## src/hw/rtl/multicast_tree_state_table_top_macros.svh

```systemverilog
// Assertion macros used by the state table controller.
`ifndef MULTICAST_TREE_STATE_TABLE_TOP_MACROS_SVH
`define MULTICAST_TREE_STATE_TABLE_TOP_MACROS_SVH
`ifndef SYNTHESIS
`define MTS_ASSERT_IMP(label, clk, rst_n, ante, cons) \
	label: assert property (@(posedge clk) disable iff (!rst_n) (ante) |-> (cons)) \
	else $error("assertion failed");
`define MTS_ASSERT_NXT(label, clk, rst_n, ante, cons) \
	label: assert property (@(posedge clk) disable iff (!rst_n) (ante) |=> (cons)) \
	else $error("assertion failed");
`else
`define MTS_ASSERT_IMP(label, clk, rst_n, ante, cons)
`define MTS_ASSERT_NXT(label, clk, rst_n, ante, cons)
`endif
`endif

```

## src/hw/rtl/mts_pkg.sv

```systemverilog
// Package with shared types and codes of the multicast state table.
package mts_pkg;
	localparam int unsigned EntriesDefault = 16;

	localparam logic [2:0] FN_JOIN = 3'd0;
	localparam logic [2:0] FN_PRUNE = 3'd1;
	localparam logic [2:0] FN_REFRESH = 3'd2;
	localparam logic [2:0] FN_LJOIN = 3'd3;
	localparam logic [2:0] FN_LPRUNE = 3'd4;

	localparam logic [1:0] SEND_NONE = 2'd0;
	localparam logic [1:0] SEND_JOIN = 2'd1;
	localparam logic [1:0] SEND_PRUNE = 2'd2;

	localparam logic [2:0] ST_INC = 3'd0;
	localparam logic [2:0] ST_ADD = 3'd1;
	localparam logic [2:0] ST_DEC = 3'd2;
	localparam logic [2:0] ST_DEL = 3'd3;
	localparam logic [2:0] ST_REF = 3'd4;
	localparam logic [2:0] ST_FULL = 3'd5;
	localparam logic [2:0] ST_NOROUTE = 3'd6;
	localparam logic [2:0] ST_NOTFOUND = 3'd7;

	localparam logic [63:0] LOCAL_PARENT_LO = 64'h1;

	typedef struct packed {
		logic [2:0] func;
		logic [63:0] source_hi;
		logic [63:0] source_lo;
		logic [63:0] group_hi;
		logic [63:0] group_lo;
		logic source_is_local;
		logic route_found;
		logic [63:0] hop_hi;
		logic [63:0] hop_lo;
		logic [31:0] now_time;
		logic listener_flag;
	} req_t;

	typedef struct packed {
		logic [1:0] send_kind;
		logic [63:0] dest_hi;
		logic [63:0] dest_lo;
		logic [2:0] status;
		logic [7:0] count_after;
	} rsp_t;

	// Stored entry payload, one memory word.
	typedef struct packed {
		logic [63:0] source_hi;
		logic [63:0] source_lo;
		logic [63:0] group_hi;
		logic [63:0] group_lo;
		logic [63:0] parent_hi;
		logic [63:0] parent_lo;
		logic [31:0] refresh;
		logic listener;
		logic [7:0] count;
	} entry_t;

	// Commands from the controller to the datapath.
	typedef struct packed {
		logic load;
		logic scan_start;
		logic scan_step;
		logic rd_req;
		logic wr_new;
		logic wr_refresh;
		logic cnt_inc;
		logic cnt_dec;
		logic clr_valid;
	} cmd_t;

	// Status from the datapath to the controller.
	typedef struct packed {
		logic scan_done;
		logic hit;
		logic free_found;
		logic count_gt1;
	} sts_t;
endpackage

```

## src/hw/rtl/mts_ctrl.sv

```systemverilog
// Controller: sequences search, decision, update and result hand-off.
module mts_ctrl (
	input logic clk,
	input logic arst_n,
	input logic in_valid,
	output logic in_ready,
	output logic out_valid,
	input logic out_ready,
	input mts_pkg::req_t req_q,
	input mts_pkg::sts_t sts,
	input logic [7:0] count_q,
	output mts_pkg::cmd_t cmd,
	output mts_pkg::rsp_t rsp_q
);
	import mts_pkg::*;
	`include "multicast_tree_state_table_top_macros.svh"

	localparam logic [2:0] S_IDLE = 3'd0;
	localparam logic [2:0] S_SCAN = 3'd1;
	localparam logic [2:0] S_DECIDE = 3'd2;
	localparam logic [2:0] S_REPORT = 3'd3;
	localparam logic [2:0] S_OUT = 3'd4;

	logic [2:0] state_q;
	logic [2:0] state_d;
	logic [2:0] stat_q;
	logic [2:0] stat_d;
	logic [1:0] kind_q;
	logic [1:0] kind_d;
	logic zero_cnt_q;
	logic zero_cnt_d;
	logic join_like;

	assign in_ready = (state_q == S_IDLE);
	assign out_valid = (state_q == S_OUT);

	// State sequencing and commands, with the decision on the search result.
	always_comb begin
		cmd = '0;
		state_d = state_q;
		stat_d = stat_q;
		kind_d = kind_q;
		zero_cnt_d = zero_cnt_q;
		join_like = 1'b0;
		unique case (state_q)
			S_IDLE: begin
				if (in_valid) begin
					cmd.load = 1'b1;
					cmd.scan_start = 1'b1;
					state_d = S_SCAN;
				end
			end
			S_SCAN: begin
				cmd.scan_step = 1'b1;
				if (sts.scan_done) begin
					// Read back the hit entry for the update.
					cmd.rd_req = 1'b1;
					state_d = S_DECIDE;
				end
			end
			S_DECIDE: begin
				state_d = S_REPORT;
				kind_d = SEND_NONE;
				zero_cnt_d = 1'b1;
				case (req_q.func)
					FN_JOIN, FN_REFRESH: begin
						if (sts.hit && req_q.func == FN_REFRESH) begin
							cmd.wr_refresh = 1'b1;
							stat_d = ST_REF;
							zero_cnt_d = 1'b0;
						end else begin
							join_like = 1'b1;
						end
					end
					FN_LJOIN: begin
						if (!req_q.route_found) begin
							stat_d = ST_NOROUTE;
						end else begin
							join_like = 1'b1;
						end
					end
					FN_PRUNE, FN_LPRUNE: begin
						if (req_q.func == FN_LPRUNE && !req_q.route_found) begin
							stat_d = ST_NOROUTE;
						end else if (!sts.hit) begin
							stat_d = ST_NOTFOUND;
						end else if (sts.count_gt1) begin
							cmd.cnt_dec = 1'b1;
							stat_d = ST_DEC;
							zero_cnt_d = 1'b0;
						end else begin
							cmd.clr_valid = 1'b1;
							stat_d = ST_DEL;
							kind_d = req_q.route_found ? SEND_PRUNE : SEND_NONE;
						end
					end
					default: begin
						stat_d = ST_NOTFOUND;
					end
				endcase
				if (join_like) begin
					if (sts.hit) begin
						cmd.cnt_inc = 1'b1;
						stat_d = ST_INC;
						zero_cnt_d = 1'b0;
					end else if (req_q.source_is_local && req_q.func != FN_LJOIN) begin
						if (sts.free_found) begin
							cmd.wr_new = 1'b1;
							stat_d = ST_ADD;
							zero_cnt_d = 1'b0;
						end else begin
							stat_d = ST_FULL;
						end
					end else if (!req_q.route_found) begin
						stat_d = ST_NOROUTE;
					end else if (sts.free_found) begin
						cmd.wr_new = 1'b1;
						stat_d = ST_ADD;
						kind_d = SEND_JOIN;
						zero_cnt_d = 1'b0;
					end else begin
						stat_d = ST_FULL;
					end
				end
			end
			S_REPORT: begin
				state_d = S_OUT;
			end
			S_OUT: begin
				if (out_ready) begin
					state_d = S_IDLE;
				end
			end
			default: begin
				state_d = S_IDLE;
			end
		endcase
	end

	always_ff @(posedge clk or negedge arst_n) begin
		if (!arst_n) begin
			state_q <= S_IDLE;
			stat_q <= ST_NOTFOUND;
			kind_q <= SEND_NONE;
			zero_cnt_q <= 1'b1;
		end else begin
			state_q <= state_d;
			stat_q <= stat_d;
			kind_q <= kind_d;
			zero_cnt_q <= zero_cnt_d;
		end
	end

	// Result register, built once the table update has landed.
	always_ff @(posedge clk) begin
		if (state_q == S_REPORT) begin
			rsp_q.send_kind <= kind_q;
			rsp_q.dest_hi <= (kind_q != SEND_NONE) ? req_q.hop_hi : 64'd0;
			rsp_q.dest_lo <= (kind_q != SEND_NONE) ? req_q.hop_lo : 64'd0;
			rsp_q.status <= stat_q;
			rsp_q.count_after <= zero_cnt_q ? 8'd0 : count_q;
		end
	end

	`MTS_ASSERT_IMP(a_one_role, clk, arst_n, 1'b1, !(in_ready && out_valid))
	`MTS_ASSERT_NXT(a_out_hold, clk, arst_n, out_valid && !out_ready, out_valid)
	`MTS_ASSERT_IMP(a_no_dbl_write, clk, arst_n, 1'b1, !(cmd.wr_new && cmd.wr_refresh))
	`MTS_ASSERT_IMP(a_add_zero_send, clk, arst_n,
		out_valid && rsp_q.send_kind == SEND_NONE, rsp_q.dest_hi == 64'd0)
endmodule

```

## config.mk

```make
export PLATFORM = sky130hd
export DESIGN_NAME = mts_ctrl
export DESIGN_NICKNAME = d
export VERILOG_FILES = /design/src/hw/rtl/mts_pkg.sv /design/src/hw/rtl/mts_ctrl.sv
export VERILOG_INCLUDE_DIRS = /design/src /design/src/hw/rtl
export SDC_FILE = /design/constraint.sdc
export NUM_CORES = 1
export LEC_CHECK = 0
export BUFFER_PORTS_ARGS = -buffer_cell sky130_fd_sc_hd__buf_2
export CAP_MARGIN = 15
export CORE_AREA = 3 3 228 230
export DETAILED_ROUTE_END_ITERATION = 16
export DIE_AREA = 0 0 231 233
export SYNTH_ARGS = -nofsm -noshare
export SYNTH_HDL_FRONTEND = slang
export SYNTH_SLANG_ARGS = --single-unit
```

## constraint.sdc

```tcl
create_clock -name clk -period 4.5 [get_ports clk]
set_input_delay 0.9 -clock clk [delete_from_list [all_inputs] [get_ports clk]]
set_output_delay 0.9 -clock clk [all_outputs]
set_load 0.02 [all_outputs]
```

==> results.sh, run 1 <==
export IMPL_outcome="completed"
export IMPL_rsz0062_at_grt="no"
export IMPL_clockBufferDepth=2
export IMPL_yosysMostFrequentCell="edfxtp_1"
export IMPL_first_iter_violations=97
export IMPL_vias=4153
export IMPL_ys_types=43
export IMPL_gp_congestion=0.7958
export IMPL_leakage_nw=3.358
export IMPL_async_reset_ff_share_pct=6.000
export IMPL_synth_commonest_cells="edfxtp_1 (141), nor2b_1 (137), clkbuf_1 (15)"
export IMPL_cts_num_sinks=150
export IMPL_synth_flop_cell="edfxtp_1"
export IMPL_synthSimpleGateAreaFrac_pct=19.10
export IMPL_rr_worst_depth=2
export IMPL_slowest_delay_ns=0.35
export IMPL_crit_chain="buf_2 -> nor2b_1 -> a31oi_1 -> nand2_1 -> nor4_1 -> buf_2"
export IMPL_antenna_found_initial=15
export IMPL_synthesis_instances=372
export IMPL_finalWirelength_mm=20.86
export IMPL_critPathCaptureType="output pin"
export IMPL_remaining_drc_errors=0
export IMPL_synth_seq_cells=150
export IMPL_cp_required_ns=3.60
export IMPL_setup_tns_final_ns=0
export IMPL_maxCapViolCount=0
export IMPL_die_h_um=233
export IMPL_nNetsFinal=1113
export IMPL_num_rows=82
export IMPL_drive_above_1_share_pct=50.15
export IMPL_relSlewSlack_pct=41.67
export IMPL_finalWorstSetupSlack_ns=1.526
export IMPL_finalMaxSlewViolations=0
export IMPL_htree_levels=4
export IMPL_r2r_start="state_q[2]"
export IMPL_grt_first_pass_wirelength_mm=28.61
export IMPL_cp_max_fo=12
export IMPL_finalCritPeriodShare_pct=66.08
export IMPL_cts_resized=0
export IMPL_p_per_area_mw_per_mm2=588.1
export IMPL_path_clk_slew_ns=0.07
export IMPL_critPathKind="primary input to output pin"
export IMPL_cts_hold_buf=0
export IMPL_cts_setup_buffers=0
export IMPL_numCtsBuffers=17
export IMPL_yosysWarnings=0
export IMPL_yosys_area_top_type="edfxtp_1"
export IMPL_dp_cells=1328
export IMPL_synth_top_area_share_pct=72.62
export IMPL_io_buffer_count=300
export IMPL_hold_ws_ns=0.3036
export IMPL_grt_usage_pct=7.714
export IMPL_max_vdd_ir_drop_mv=0.2683
export IMPL_coreArea_mm2=0.05007
export IMPL_grt_pass1_vias=4048
export IMPL_postSynthAreaPerCell_um2=15.67
export IMPL_synth_top_family_by_area="simple AND/OR/NAND/NOR gates"
export IMPL_syn_to_final_growth_pct=50.77
export IMPL_start_kind="primary input"
export IMPL_synth_edf_count=141
export IMPL_pin_count=590
export IMPL_synthMuxAreaShare_pct=0
export IMPL_hold_viol=0
export IMPL_synth_compound_area_share_pct=2.704
export IMPL_synth_area_leaders="edfxtp_1 (73%), nor2b_1 (15%), dfrtp_1 (2.1%), dfstp_2 (1.8%), clkbuf_1 (0.97%)"
export IMPL_synth_fa_ha_area_share_pct=0
export IMPL_fp_dieW_um=231
export IMPL_grt_max_degree=102
export IMPL_post_place_ws_ns=1.544
export IMPL_crit_slowest_cell="a31oi_1"
export IMPL_critPathArrivalTime_ns=2.07
export IMPL_die_area_mm2=0.05382
export IMPL_yosysSeqAreaShare_pct=76.57
export IMPL_syn_nets=810
export IMPL_cp_common_cell="buf_2"
export IMPL_power_mw=5.170
export IMPL_drtAntennaViolNets=0
export IMPL_min_path_type="primary input to asynchronous set/reset pin"
export IMPL_syn_cell_area_mm2=0.005831
export IMPL_grt_overflow_total=0
export IMPL_start_util_pct=11.65
export IMPL_path_buf_inv=2
export IMPL_fin_cells=1368
export IMPL_fin_skew_ns=0.009567
export IMPL_worst_pin_slew_ns=0.8749
export IMPL_drtPass1Iterations=6
export IMPL_dpl_hpwl_mm=16.03
export IMPL_ff2ff_setup_slack_ns=2.28
export IMPL_clock_root_buffer="clkbuf_16"
export IMPL_cts_tree="done"
export IMPL_reg2reg_to="rsp_q[61]"
export IMPL_crit_family="buffers and inverters"
export IMPL_clock_latency_ns=0.46
export IMPL_synth_xor_area_share_pct=0
export IMPL_fmax_mhz=336.3
export IMPL_avgViaCountPerCell=3.036
export IMPL_setup_viol=0
export IMPL_wl_per_cell_um=15.25
export IMPL_final_min_clock_period_ns=2.974
==> placed cells by master (no fill, tap or decap), drive strengths merged, types with 2 or more instances in the layout <==
| cell type | netlist | routed |
|---|---|---|
| nand2b | 4 | 4 |
| edfxtp | 141 | 141 |
| nor2b | 137 | 137 |
| a22o | 2 | 2 |
| nand4b | 2 | 2 |
| a21oi | 4 | 4 |
| buf | 4 | 303 |
| nor3 | 2 | 2 |
| clkinv | 0 | 2 |
| and2 | 3 | 3 |
| dfrtp | 5 | 5 |
| bufinv | 0 | 3 |
| and3b | 2 | 2 |
| clkbuf | 15 | 18 |
| a21boi | 3 | 3 |
| diode | 0 | 8 |
| o31ai | 3 | 3 |
| nor4 | 2 | 2 |
| o21ai | 2 | 2 |
| nor2 | 7 | 7 |
| nor3b | 5 | 5 |
| dfstp | 4 | 4 |
| inv | 3 | 8 |
| clkinvlp | 0 | 4 |
| nand2 | 8 | 8 |
==> layout make-up <==
cell class,count,area (um2)
antenna,8,20.02
inverter,3,11.26
clock inverter,14,193.9
fill,5563,41280
clock buffer,18,429.2
multi-input combinational,200,1282
tap,672,840.8
timing repair buffer,303,1549
sequential,150,4464
==> stage by stage <==
step | utilization [%] | cell area (um2)
2_1_floorplan | - | 5831
6_report | 17.56 | 8791
5_1_grt | 17.53 | 8776
4_1_cts | 17.52 | 8771
3_3_place_gp | 16.27 | 8148
3_5_place_dp | 16.27 | 8148
==> where the power goes <==
group | leakage, nW | switching (mW) | internal, mW | total, mW
clock | 0.290 | 0.656 | 0.889 | 1.54
combinational | 1.63 | 1.05 | 0.424 | 1.48
sequential | 1.43 | 0.118 | 2.03 | 2.15
==> routing by layer <==
| metal | track usage [%] | part of all wire [%] | vias to the layer above |
|---|---|---|---|
| met5 | 0 | 0.47 | - |
| met4 | 3.680 | 2.6 | 14 |
| met3 | 4.995 | 13 | 46 |
| met2 | 11.32 | 43 | 238 |
| met1 | 8.682 | 41 | 1923 |
| li1 | - | - | 1932 |
==> worst max path at each step <==
stage,startpoint,endpoint,slack [ns],cells past startpoint
floorplan,state_q[2],rsp_q[0],0.18,1
CTS,state_q[0],cmd[4],1.51,3
finish,req_q[421],cmd[4],1.53,6
detailed placement,req_q[421],cmd[4],1.54,6
global placement,req_q[419],cmd[4],1.57,6
global route,req_q[421],cmd[4],1.36,6
==> flip-flops by register name (all words and copies together) (netlist names) <==
name / count
kind_q: 2
state_q: 3
zero_cnt_q: 1
stat_q: 3
rsp_q: 141
==> cell families after synthesis <==
| kind of cell | after synthesis |
|---|---|
| flops | 150 |
| simple gates | 179 |
| compound gates | 21 |
| buf+inv | 22 |
==> worst reg2reg max path, stage by stage (launching register included) <==
cell	delay, ns
dfrtp_1	0.44
and3b_4	0.88
buf_4	0.52
(Power assumes the default switching activity.)
==> inputs of run 2 (changes only) <==
clock period = 3 ns   (was 4.5 ns; I/O delays follow)
==> results.sh, run 2 (synthesis gave the netlist of run 1 again) <==
export IMPL_rsz0062_at_grt="no"
export IMPL_ff2ff_setup_slack_ns=1.23
export IMPL_die_area_mm2=0.05382
export IMPL_n_fill_cell=5550
export IMPL_first_iter_violations=128
export IMPL_critPathCaptureType="output pin"
export IMPL_htree_levels=4
export IMPL_numCtsBuffers=17
export IMPL_p_per_area_mw_per_mm2=877.6
export IMPL_cts_tree="done"
export IMPL_power_mw=7.765
export IMPL_final_common_cell="buf_2"
export IMPL_cp_required_ns=2.40
export IMPL_grt_first_pass_wirelength_mm=27.63
export IMPL_drtPass1Iterations=4
export IMPL_dpl_cell_area_mm2=0.008195
export IMPL_reg_largest_list="rsp_q x141, stat_q x3, state_q x3"
export IMPL_multi_input_comb_area_mm2=0.001282
export IMPL_largest_reg_flops=141
export IMPL_gp_congestion=0.7491
export IMPL_fp_dieW_um=231
export IMPL_fin_area_mm2=0.008847
export IMPL_syn_to_final_growth_pct=51.74
export IMPL_path_clk_slew_ns=0.06
export IMPL_start_kind="flip-flop"
export IMPL_ff_latch_area_mm2=0.004464
export IMPL_num_rows=82
export IMPL_outcome="completed"
export IMPL_cts_num_sinks=150
export IMPL_final_core_util_pct=17.67
export IMPL_worst_pin_slew_ns=0.5722
export IMPL_maxCapViolCount=0
export IMPL_setup_tns_final_ns=0
export IMPL_leakage_nw=3.403
export IMPL_cts_setup_buffers=0
export IMPL_final_min_clock_period_ns=2.580
export IMPL_fmax_mhz=387.6
export IMPL_critPathArrivalTime_ns=1.98
export IMPL_io_buffer_count=300
export IMPL_dpl_hpwl_mm=15.36
export IMPL_grt_usage_pct=7.390
export IMPL_coreArea_mm2=0.05007
export IMPL_relSlewSlack_pct=61.69
export IMPL_grt_pass1_vias=4199
export IMPL_final_cell_mix="buf_2 (300), edfxtp_1 (141), nor2b_1 (137)"
export IMPL_grt_max_degree=72
export IMPL_vias=4152
export IMPL_grt_overflow_total=0
export IMPL_clock_root_buffer="clkbuf_16"
export IMPL_fin_skew_ns=0.01226
export IMPL_nNetsFinal=1117
export IMPL_setup_viol=0
export IMPL_clockBufferDepth=2
export IMPL_top_register="rsp_q"
export IMPL_max_vdd_ir_drop_mv=0.4885
export IMPL_avgViaCountPerCell=3.035
export IMPL_wl_per_cell_um=14.52
export IMPL_min_path_type="primary input to flip-flop"
export IMPL_finalMaxSlewViolations=0
export IMPL_critPathKind="flip-flop to output pin"
export IMPL_drtAntennaViolNets=0
export IMPL_hold_viol=0
export IMPL_remaining_drc_errors=0
export IMPL_pin_count=590
export IMPL_drive_above_1_share_pct=50.29
export IMPL_die_h_um=233
export IMPL_clock_latency_ns=0.46
export IMPL_antenna_found_initial=15
export IMPL_cp_max_fo=10
export IMPL_start_util_pct=11.65
export IMPL_finalWirelength_mm=19.87
export IMPL_finalCritPeriodShare_pct=86.01
==> run 2: cell types whose count changed in the layout (fill, tap and decap cells not counted) <==
cell	delta
buf_12	+2
buf_4	+1
clkinvlp_4	-3
diode_2	-4
dlygate4sd3_1	+1
inv_6	+1
inv_8	+2
==> run 2: area by class of cell <==
type                       instances  area share [%]
multi-input combinational        200           14.50
sequential                       150           50.46
antenna                            4          0.1131
clock buffer                      18           4.851
clock inverter                    14           2.291
inverter                           3          0.1273
timing repair buffer             307           18.16
tap                              672           9.504
==> run 2: where the power goes <==
part	switching (mW)	leakage [nW]	internal [mW]	total, mW
logic	1.55	1.66	0.683	2.23
clock network	0.971	0.307	1.35	2.32
registers	0.175	1.43	3.04	3.21
==> run 2: path summary, 6_finish.rpt <==
check | from | to | cells after the start
min in group asynchronous | arst_n | kind_q[0] | 2
worst min register to register | stat_q[2] | stat_q[2] | 2
max in group asynchronous | arst_n | stat_q[1] | 2
worst max register to register | state_q[2] | rsp_q[92] | 2
worst min-delay path | out_ready | state_q[2] | 3
worst max-delay path | state_q[0] | cmd[4] | 3
==> run 2: what timing repair did <==
action	CTS	global route
gates resized for setup	0	0
endpoints found under the hold margin	5	0
hold buffers	1	0
==> run 2: per-layer routing <==
| metal | GRT usage [%] | routed length (um) | vias to the layer above |
|---|---|---|---|
| li1 | - | - | 1933 |
| met1 | 7.440 | 7341 | 1913 |
| met2 | 11.22 | 8970 | 240 |
| met3 | 5.313 | 2819 | 50 |
| met4 | 4.145 | 634 | 16 |
| met5 | 0 | 103 | - |
==> run 2: metrics by stage <==
stage | cells | hold WS, ns | setup slack [ns]
floorplan | 372 | 0.3044 | 0.3055
global placement | 1331 | 0.4505 | 0.6965
detailed placement | 1331 | 0.4561 | 0.6958
CTS | 1364 | 0.3453 | 0.3423
global route | 1364 | 0.3894 | 0.2482
finish | 1368 | 0.4052 | 0.4197
==> run 2: critical path: stages, from the launching register on <==
cell and delay, ns:
dfrtp_1 0.45, or3b_1 0.58, nor4_1 0.27, buf_2 0.21
